[config.mk]
export PLATFORM = sky130hd
export DESIGN_NAME = indexed_max_priority_table
export DESIGN_NICKNAME = d
export VERILOG_FILES = /design/src/rtl/core/imptab_pkg.sv /design/src/rtl/core/imptab_ram.sv /design/src/rtl/core/indexed_max_priority_table.sv
export VERILOG_INCLUDE_DIRS = /design/src /design/src/rtl/core
export SDC_FILE = /design/constraint.sdc
export NUM_CORES = 2
export LEC_CHECK = 0
export BUFFER_PORTS_ARGS = -buffer_cell sky130_fd_sc_hd__buf_2
export CORE_MARGIN = 5
export CORE_UTILIZATION = 23
export CTS_BUF_LIST = sky130_fd_sc_hd__clkbuf_16
export DETAILED_ROUTE_END_ITERATION = 16
export GPL_TIMING_DRIVEN = 0
export PLACE_DENSITY_LB_ADDON = 0.15
export SLEW_MARGIN = 20
export SYNTH_ARGS = -nofsm -noshare
export SYNTH_HDL_FRONTEND = slang
export SYNTH_HIERARCHICAL = 1
export SYNTH_SLANG_ARGS = --single-unit
[constraint.sdc]
create_clock -name clock -period 7 [get_ports clock]
set_input_delay 0.35 -clock clock [delete_from_list [all_inputs] [get_ports clock]]
set_output_delay 0.35 -clock clock [all_outputs]
set_load 0.02 [all_outputs]
[src/rtl/core/assert_macros.svh]
// Assertion macros used by the RTL of the indexed max-priority table.
// No dependencies; the bodies are empty when SYNTHESIS is defined.
`ifndef ASSERT_MACROS_SVH
`define ASSERT_MACROS_SVH

`ifndef SYNTHESIS

// Checks that a property holds at every rising clock edge outside reset.
`define ASSERT_PROP(label, clk, rst, prop) \
   label: assert property (@(posedge clk) disable iff (rst) prop) \
      else $error("imptab assertion failed");

// Checks that a condition is never true at a rising clock edge outside reset.
`define ASSERT_NEVER(label, clk, rst, cond) \
   label: assert property (@(posedge clk) disable iff (rst) !(cond)) \
      else $error("imptab forbidden condition seen");

`else

`define ASSERT_PROP(label, clk, rst, prop)
`define ASSERT_NEVER(label, clk, rst, cond)

`endif

`endif

[src/rtl/core/imptab_pkg.sv]
// Shared types and constants of the indexed max-priority table.
// No dependencies; imported by the top level.
package imptab_pkg;

   // Fixed field widths of the request and response beats and of the arrival stamp.
   localparam int MODE_W  = 2;
   localparam int ID_W    = 6;
   localparam int VALUE_W = 8;
   localparam int STAMP_W = 16;

   // Command codes carried in req_mode.
   localparam logic [MODE_W-1:0] MODE_ARRIVE = 2'd0;
   localparam logic [MODE_W-1:0] MODE_RAISE  = 2'd1;
   localparam logic [MODE_W-1:0] MODE_LEAVE  = 2'd2;
   localparam logic [MODE_W-1:0] MODE_QUERY  = 2'd3;

   // Sequencer states, one-hot.
   typedef enum logic [4:0] {
      ST_CLEAR = 5'b00001,
      ST_IDLE  = 5'b00010,
      ST_RAISE = 5'b00100,
      ST_SCAN  = 5'b01000,
      ST_DONE  = 5'b10000
   } state_type;

endpackage

[src/rtl/core/imptab_ram.sv]
// Generic single-port-write, single-port-read RAM with registered read data.
// No dependencies; used for the entry table of the top level.
module imptab_ram #(
   parameter int WIDTH = 25,
   parameter int DEPTH = 64
) (
   input  logic                     clock,
   input  logic                     wr_en,
   input  logic [$clog2(DEPTH)-1:0] wr_addr,
   input  logic [WIDTH-1:0]         wr_data,
   input  logic [$clog2(DEPTH)-1:0] rd_addr,
   output logic [WIDTH-1:0]         rd_data
);

   logic [WIDTH-1:0] mem_ff [DEPTH];

   // One write and one registered read per cycle.
   always_ff @(posedge clock) begin
      if (wr_en) begin
         mem_ff[wr_addr] <= wr_data;
      end
      rd_data <= mem_ff[rd_addr];
   end

endmodule

[src/rtl/core/indexed_max_priority_table.sv]
// Indexed max-priority table: arrive, raise, leave and query-top on entries by id.
// Arrive and leave write the entry on accept; raise reads the entry, then writes it.
// A query walks the table RAM with one comparator, one entry per cycle, then loads the
// response once the previous beat is gone and goes back to idle as rsp_valid rises.
// After reset a clearing pass zeroes every RAM entry; req_ready stays low meanwhile.
// Depends on imptab_pkg, imptab_ram and assert_macros.svh.
`include "assert_macros.svh"

module indexed_max_priority_table #(
   parameter int NUM_ENTRIES = 64,
   parameter int LEVEL_BITS  = 8
) (
   input  logic                            clock,
   input  logic                            reset,
   input  logic                            req_valid,
   output logic                            req_ready,
   input  logic [imptab_pkg::MODE_W-1:0]   req_mode,
   input  logic [imptab_pkg::ID_W-1:0]     req_entry_id,
   input  logic [imptab_pkg::VALUE_W-1:0]  req_level_value,
   output logic                            rsp_valid,
   input  logic                            rsp_ready,
   output logic                            rsp_found,
   output logic [imptab_pkg::ID_W-1:0]     rsp_top_id
);

   import imptab_pkg::*;

   localparam int IDX_W  = $clog2(NUM_ENTRIES);
   localparam int WORD_W = 1 + LEVEL_BITS + STAMP_W;
   localparam logic [IDX_W-1:0] LAST_IDX = IDX_W'(NUM_ENTRIES - 1);

   state_type               state_ff, state_in;
   logic [IDX_W-1:0]        idx_ff, idx_in;
   logic [STAMP_W-1:0]      stamp_ff, stamp_in;
   logic [IDX_W-1:0]        cmd_addr_ff, cmd_addr_in;
   logic [LEVEL_BITS-1:0]   cmd_value_ff, cmd_value_in;
   logic                    have_ff, have_in;
   logic [LEVEL_BITS-1:0]   best_level_ff, best_level_in;
   logic [STAMP_W-1:0]      best_stamp_ff, best_stamp_in;
   logic [IDX_W-1:0]        best_id_ff, best_id_in;
   logic                    rsp_valid_ff, rsp_valid_in;
   logic                    rsp_found_ff, rsp_found_in;
   logic [ID_W-1:0]         rsp_top_id_ff, rsp_top_id_in;

   logic                    req_fire;
   logic                    req_in_range;
   logic [IDX_W-1:0]        req_addr;
   logic [LEVEL_BITS-1:0]   req_level;

   logic                    wr_en;
   logic [IDX_W-1:0]        wr_addr;
   logic [WORD_W-1:0]       wr_data;
   logic [IDX_W-1:0]        rd_addr;
   logic [WORD_W-1:0]       rd_data;

   logic                    rd_valid;
   logic [LEVEL_BITS-1:0]   rd_level;
   logic [STAMP_W-1:0]      rd_stamp;
   logic                    better;
   logic [LEVEL_BITS:0]     sum_wide;
   logic [LEVEL_BITS-1:0]   raised_level;

   // Entry table: {valid, level, arrival stamp} per id.
   imptab_ram #(
      .WIDTH (WORD_W),
      .DEPTH (NUM_ENTRIES)
   ) u_table (
      .clock   (clock),
      .wr_en   (wr_en),
      .wr_addr (wr_addr),
      .wr_data (wr_data),
      .rd_addr (rd_addr),
      .rd_data (rd_data)
   );

   // Request decode.
   assign req_ready    = (state_ff == ST_IDLE);
   assign req_fire     = req_valid & req_ready;
   assign req_in_range = (32'(req_entry_id) < 32'(NUM_ENTRIES));
   assign req_addr     = IDX_W'(req_entry_id);
   assign req_level    = LEVEL_BITS'(req_level_value);

   // Fields of the word coming out of the table.
   assign rd_valid = rd_data[WORD_W-1];
   assign rd_level = rd_data[STAMP_W +: LEVEL_BITS];
   assign rd_stamp = rd_data[STAMP_W-1:0];

   // Scan comparator: higher level wins, then the earlier stamp; ties keep the lower id.
   assign better = rd_valid &&
                   (!have_ff || (rd_level > best_level_ff) ||
                    ((rd_level == best_level_ff) && (rd_stamp < best_stamp_ff)));

   // Saturating add for raise.
   assign sum_wide     = {1'b0, rd_level} + {1'b0, cmd_value_ff};
   assign raised_level = sum_wide[LEVEL_BITS] ? {LEVEL_BITS{1'b1}} : sum_wide[LEVEL_BITS-1:0];

   // Sequencer and table port control.
   always_comb begin
      state_in      = state_ff;
      idx_in        = idx_ff;
      stamp_in      = stamp_ff;
      cmd_addr_in   = cmd_addr_ff;
      cmd_value_in  = cmd_value_ff;
      have_in       = have_ff;
      best_level_in = best_level_ff;
      best_stamp_in = best_stamp_ff;
      best_id_in    = best_id_ff;
      rsp_valid_in  = rsp_valid_ff & ~rsp_ready;
      rsp_found_in  = rsp_found_ff;
      rsp_top_id_in = rsp_top_id_ff;
      wr_en         = 1'b0;
      wr_addr       = cmd_addr_ff;
      wr_data       = '0;
      rd_addr       = req_addr;

      unique case (state_ff)
         ST_CLEAR: begin
            wr_en   = 1'b1;
            wr_addr = idx_ff;
            wr_data = '0;
            if (idx_ff == LAST_IDX) begin
               idx_in   = '0;
               state_in = ST_IDLE;
            end else begin
               idx_in = idx_ff + 1'b1;
            end
         end

         ST_IDLE: begin
            cmd_addr_in  = req_addr;
            cmd_value_in = req_level;
            if (req_mode == MODE_QUERY) begin
               rd_addr = '0;
            end
            if (req_fire) begin
               unique case (req_mode)
                  MODE_ARRIVE: begin
                     if (req_in_range) begin
                        wr_en    = 1'b1;
                        wr_addr  = req_addr;
                        wr_data  = {1'b1, req_level, stamp_ff};
                        stamp_in = (stamp_ff == {STAMP_W{1'b1}}) ? stamp_ff
                                                                  : stamp_ff + 1'b1;
                     end
                  end
                  MODE_RAISE: begin
                     if (req_in_range) begin
                        state_in = ST_RAISE;
                     end
                  end
                  MODE_LEAVE: begin
                     if (req_in_range) begin
                        wr_en   = 1'b1;
                        wr_addr = req_addr;
                        wr_data = '0;
                     end
                  end
                  MODE_QUERY: begin
                     idx_in     = '0;
                     have_in    = 1'b0;
                     best_id_in = '0;
                     state_in   = ST_SCAN;
                  end
                  default: begin
                     state_in = ST_IDLE;
                  end
               endcase
            end
         end

         ST_RAISE: begin
            // Read data of the addressed entry arrived this cycle.
            if (rd_valid) begin
               wr_en   = 1'b1;
               wr_addr = cmd_addr_ff;
               wr_data = {1'b1, raised_level, rd_stamp};
            end
            state_in = ST_IDLE;
         end

         ST_SCAN: begin
            // rd_data holds entry idx_ff; fetch the next one meanwhile.
            rd_addr = idx_ff + 1'b1;
            if (better) begin
               have_in       = 1'b1;
               best_level_in = rd_level;
               best_stamp_in = rd_stamp;
               best_id_in    = idx_ff;
            end
            if (idx_ff == LAST_IDX) begin
               idx_in   = '0;
               state_in = ST_DONE;
            end else begin
               idx_in = idx_ff + 1'b1;
            end
         end

         ST_DONE: begin
            // Load the response register once the previous beat is gone.
            if (!rsp_valid_ff || rsp_ready) begin
               rsp_valid_in  = 1'b1;
               rsp_found_in  = have_ff;
               rsp_top_id_in = ID_W'(best_id_ff);
               state_in      = ST_IDLE;
            end
         end

         default: begin
            state_in = ST_IDLE;
         end
      endcase
   end

   // Control registers.
   always_ff @(posedge clock) begin
      if (reset) begin
         state_ff     <= ST_CLEAR;
         idx_ff       <= '0;
         stamp_ff     <= '0;
         have_ff      <= 1'b0;
         rsp_valid_ff <= 1'b0;
      end else begin
         state_ff     <= state_in;
         idx_ff       <= idx_in;
         stamp_ff     <= stamp_in;
         have_ff      <= have_in;
         rsp_valid_ff <= rsp_valid_in;
      end
   end

   // Payload registers.
   always_ff @(posedge clock) begin
      cmd_addr_ff   <= cmd_addr_in;
      cmd_value_ff  <= cmd_value_in;
      best_level_ff <= best_level_in;
      best_stamp_ff <= best_stamp_in;
      best_id_ff    <= best_id_in;
      rsp_found_ff  <= rsp_found_in;
      rsp_top_id_ff <= rsp_top_id_in;
   end

   assign rsp_valid  = rsp_valid_ff;
   assign rsp_found  = rsp_found_ff;
   assign rsp_top_id = rsp_top_id_ff;

   // A query beat always starts the table walk.
   `ASSERT_PROP(a_query_starts_scan, clock, reset, (req_valid && req_ready && (req_mode == MODE_QUERY)) |=> (state_ff == ST_SCAN))
   // The walk index never leaves the table.
   `ASSERT_PROP(a_scan_idx_range, clock, reset, (state_ff == ST_SCAN) |-> (32'(idx_ff) < 32'(NUM_ENTRIES)))
   // An empty answer carries id zero.
   `ASSERT_PROP(a_empty_id_zero, clock, reset, (rsp_valid && !rsp_found) |-> (rsp_top_id == '0))
   // A new response beat only comes out of the final walk step.
   `ASSERT_PROP(a_rsp_from_done, clock, reset, $rose(rsp_valid) |-> $past(state_ff == ST_DONE))
   // No request is taken during the clearing pass.
   `ASSERT_NEVER(a_no_req_in_clear, clock, reset, (state_ff == ST_CLEAR) && req_ready)

endmodule

==> qor.csv <==
metric,value,unit
status,completed,
period utilization,82.4,%
largest net degree at the start of global routing,65,
leakage,0.0272,uW
vias in the first global route,34100,
Num CTS Buffers,191,
clock skew,45.2,ps
Util after Layout,27.9,%
clk root buf,clkbuf_16,
sw frac,23.8,%
"Clk pin slew, worst setup/hold paths",60,ps
DRT iter0 DRCs,2871,
Async SR Flop Fraction,0,%
most common flop cell mapped by yosys,edfxtp_1,
clk_lat worst skew,840,ps
Final Hold Fails,0,
dpl cells,7309,
placed inst area,74800,sq um
Critical Path AT,6510,ps
f_max,173,MHz
first-pass GRT wire length,289000,um
Avg Inst Size Synth,20.4,sq um
CTS Buffer Depth,3,
setup bufs post-CTS,0,
Non-Filler Instances,7686,
synth warn,6,
via/cell ratio,4.35,
post-route cell area,81000,sq um
fin nets,3679,
Setup TNS,0,ps
Die Height,549,um
register area share after synthesis,75.7,%
IO Port Bufs,27,
vias,33400,
sequential power share,50.6,%
layout cell share with drive strength beyond 1,28.1,%
Comb power frac,7.4,%
fillers,28900,
clock power share,42.0,%
Total GRT Usage,13.6,%
DR DRC count,0,
CTS Sinks,1705,
Post-Syn Nets,3332,
Slew HR,16.3,%
"flops & latches, synth",1705,
final antenna-violating net count,0,
Core ar.,290000,sq um
CP Class,flop to flop,
Starting Density,23.0,%
DR WL/cell,27.2,um
Mapped Area,66900,sq um
final max-slew violation count,0,
Slowest Stage Delay on Critical Path,1000,ps
P&R area growth vs syn,21.0,%
Worst Setup Start Kind,flop,
sw power,5380,uW
RSZ-0062 raised after global routing,false,
CP endpoint kind,flop,
Hold Crit Class,input port to flop,
final setup fails,0,
HPWL after DPL,145000,um
crit-path cells,or3_4 -> or2_2 -> clkbuf_1 -> o22ai_1 -> buf_4 -> buf_4 -> clkbuf_1 -> mux4_2 -> mux2i_1 -> a22oi_1 -> o311ai_2 -> a21oi_1,
total wire length,209000,um
die width,549,um
Int Power,17200,uW
die area,302000,sq um
slowest cell on the critical path,a22oi_1,
max-cap violations,0,
maximum fanout along the worst path,10,
row cnt,198,
WP data required,7740,ps
Ports,29,
initial antenna violation count,16,
first-pass detailed-route iteration total,5,
measured slew at the worst slew-check pin,1260,ps
GR Overflow Total,0,
minimum clock period after layout,5770,ps
Post-CTS Resized,0,
CTS tree,yes,
peak supply drop,0.000247,V
Synth cell types,74,
H-Tree Depth,4,
"EDFF count, synth",1651,
PD cells,279,nW/um^2
Cells after Synth,3278,
Placer Congestion,0.795,
path summary, 6_finish.rpt:
check                              start                          to  slack, ps  cells past startpoint
max             state_ff[1]$_SDFFE_PP0P_  u_table/rd_data[2]$_DFF_P_       1230                     12
min                   req_level_value[5]   cmd_value_ff[5]$_DFFE_PP_        280                      2
max reg2reg     state_ff[1]$_SDFFE_PP0P_  u_table/rd_data[2]$_DFF_P_       1230                     12
min reg2reg  best_id_ff[0]$_SDFFCE_PN0P_     rsp_top_id[0]$_DFFE_PP_        420                      0
kinds of logic after synthesis:
family / Yosys count / synth area share (%)
AOI/OAI and AO/OA: 379 / 3.98
xor gates and xnor gates: 23 / 0.301
adders and majority gates: 34 / 0.647
buffers and inverters: 204 / 1.99
DFF: 1705 / 75.7
muxes: 570 / 14.6
and+or+nand+nor: 363 / 2.75
state kept, by name, summed over array words and instances (netlist names), 5 cells and up:
register	flops
u_table/mem_ff	1600
idx_ff	6
best_stamp_ff	16
best_level_ff	8
cmd_addr_ff	6
rsp_top_id	6
stamp_ff	16
u_table/rd_data	25
best_id_ff	6
cmd_value_ff	8
state_ff	5
worst max-delay path: cells and delay by family, from the launching register on:
kind                   cells  cell delay (ps)
and+or+nand+nor            2              790
buffers and inverters      4             1610
muxes                      2              500
DFF                        1              340
AOI/OAI and AO/OA          4             2350
through the flow:
step | hold slack, ps | setup slack (ps) | total power (uW)
floorplan | 400 | 2880 | 12500
global placement | 406 | -291 | 13200
detailed placement | 405 | 1250 | 13400
CTS | 197 | 1210 | 23000
global route | 246 | 1120 | 23400
finish | 279 | 1230 | 22600
synth_stat cells (all sizes together), types with 26 or more instances:
master,number,area share (%)
inv,27,0.15
o22ai,102,0.95
buf,122,1.5
a21oi,40,0.32
mux4,310,10
nand2,68,0.39
ha,33,0.62
o21ai,51,0.38
edfxtp,1651,74
nor2,129,0.73
nor2b,26,0.24
mux2i,134,2.0
mux2,126,2.1
a22o,35,0.46
dfxtp,54,1.6
nor3,30,0.24
clkbuf,55,0.31
a22oi,44,0.57
area by class of cell:
cell class | instances | area [sq um] | area share (%)
Sequential cell | 1705 | 50700 | 62.6
Multi-Input combinational cell | 1369 | 15700 | 19.4
Tap cell | 3900 | 4880 | 6.03
Clock buffer | 193 | 4830 | 5.97
Timing Repair Buffer | 154 | 2480 | 3.07
Buffer | 177 | 1230 | 1.52
Clock inverter | 155 | 1060 | 1.31
Inverter | 27 | 101 | 0.125
Antenna cell | 6 | 15.0 | 0.0185
power by group through the flow:
stage | registers (uW) | logic (uW) | clock network [uW]
5_1_grt | 11400 | 1770 | 10200
6_report | 11400 | 1680 | 9480
4_1_cts | 11400 | 1720 | 9800
3_5_place_dp | 11600 | 1710 | 0
2_1_floorplan | 11600 | 843 | 0
3_3_place_gp | 11700 | 1520 | 0
placed cells by master, fill, tap and decap left out, types with 17 or more instances in the layout:
cell and instances:
nor2_4 62, o22ai_1 102, a22oi_1 34, clkbuf_16 193, nor2_1 65, clkbuf_1 55
mux4_2 302, a22o_4 17, buf_12 65, o211ai_1 22, buf_16 30, inv_1 78
mux2i_1 134, dlygate4sd3_1 22, clkinv_2 32, a21oi_1 38, buf_2 79, a211oi_1 19
ha_1 33, a21o_1 21, edfxtp_1 1651, mux2_2 126, buf_6 32, a22o_1 18
nor3_1 27, dfxtp_1 54, nor2b_1 26, nand2_1 59, nand3_1 24, o21ai_0 48
buf_4 32, clkinv_1 43
timing repair:
item | in CTS | in global routing
endpoints found under the hold margin | 35 | 0
hold buffers | 22 | 0
setup endpoints to repair | 0 | 0
metal layers:
metal	wire, um	part of all wire (%)	global-route usage (%)	vias up
met5	0	0	0	-
met4	4840	2.3	3.52	0
met3	7930	3.8	1.90	224
met2	100000	48	22.4	719
met1	96100	46	19.0	18200
li1	-	-	-	14300
No activity file was read; power rests on OpenSTA's default activity.
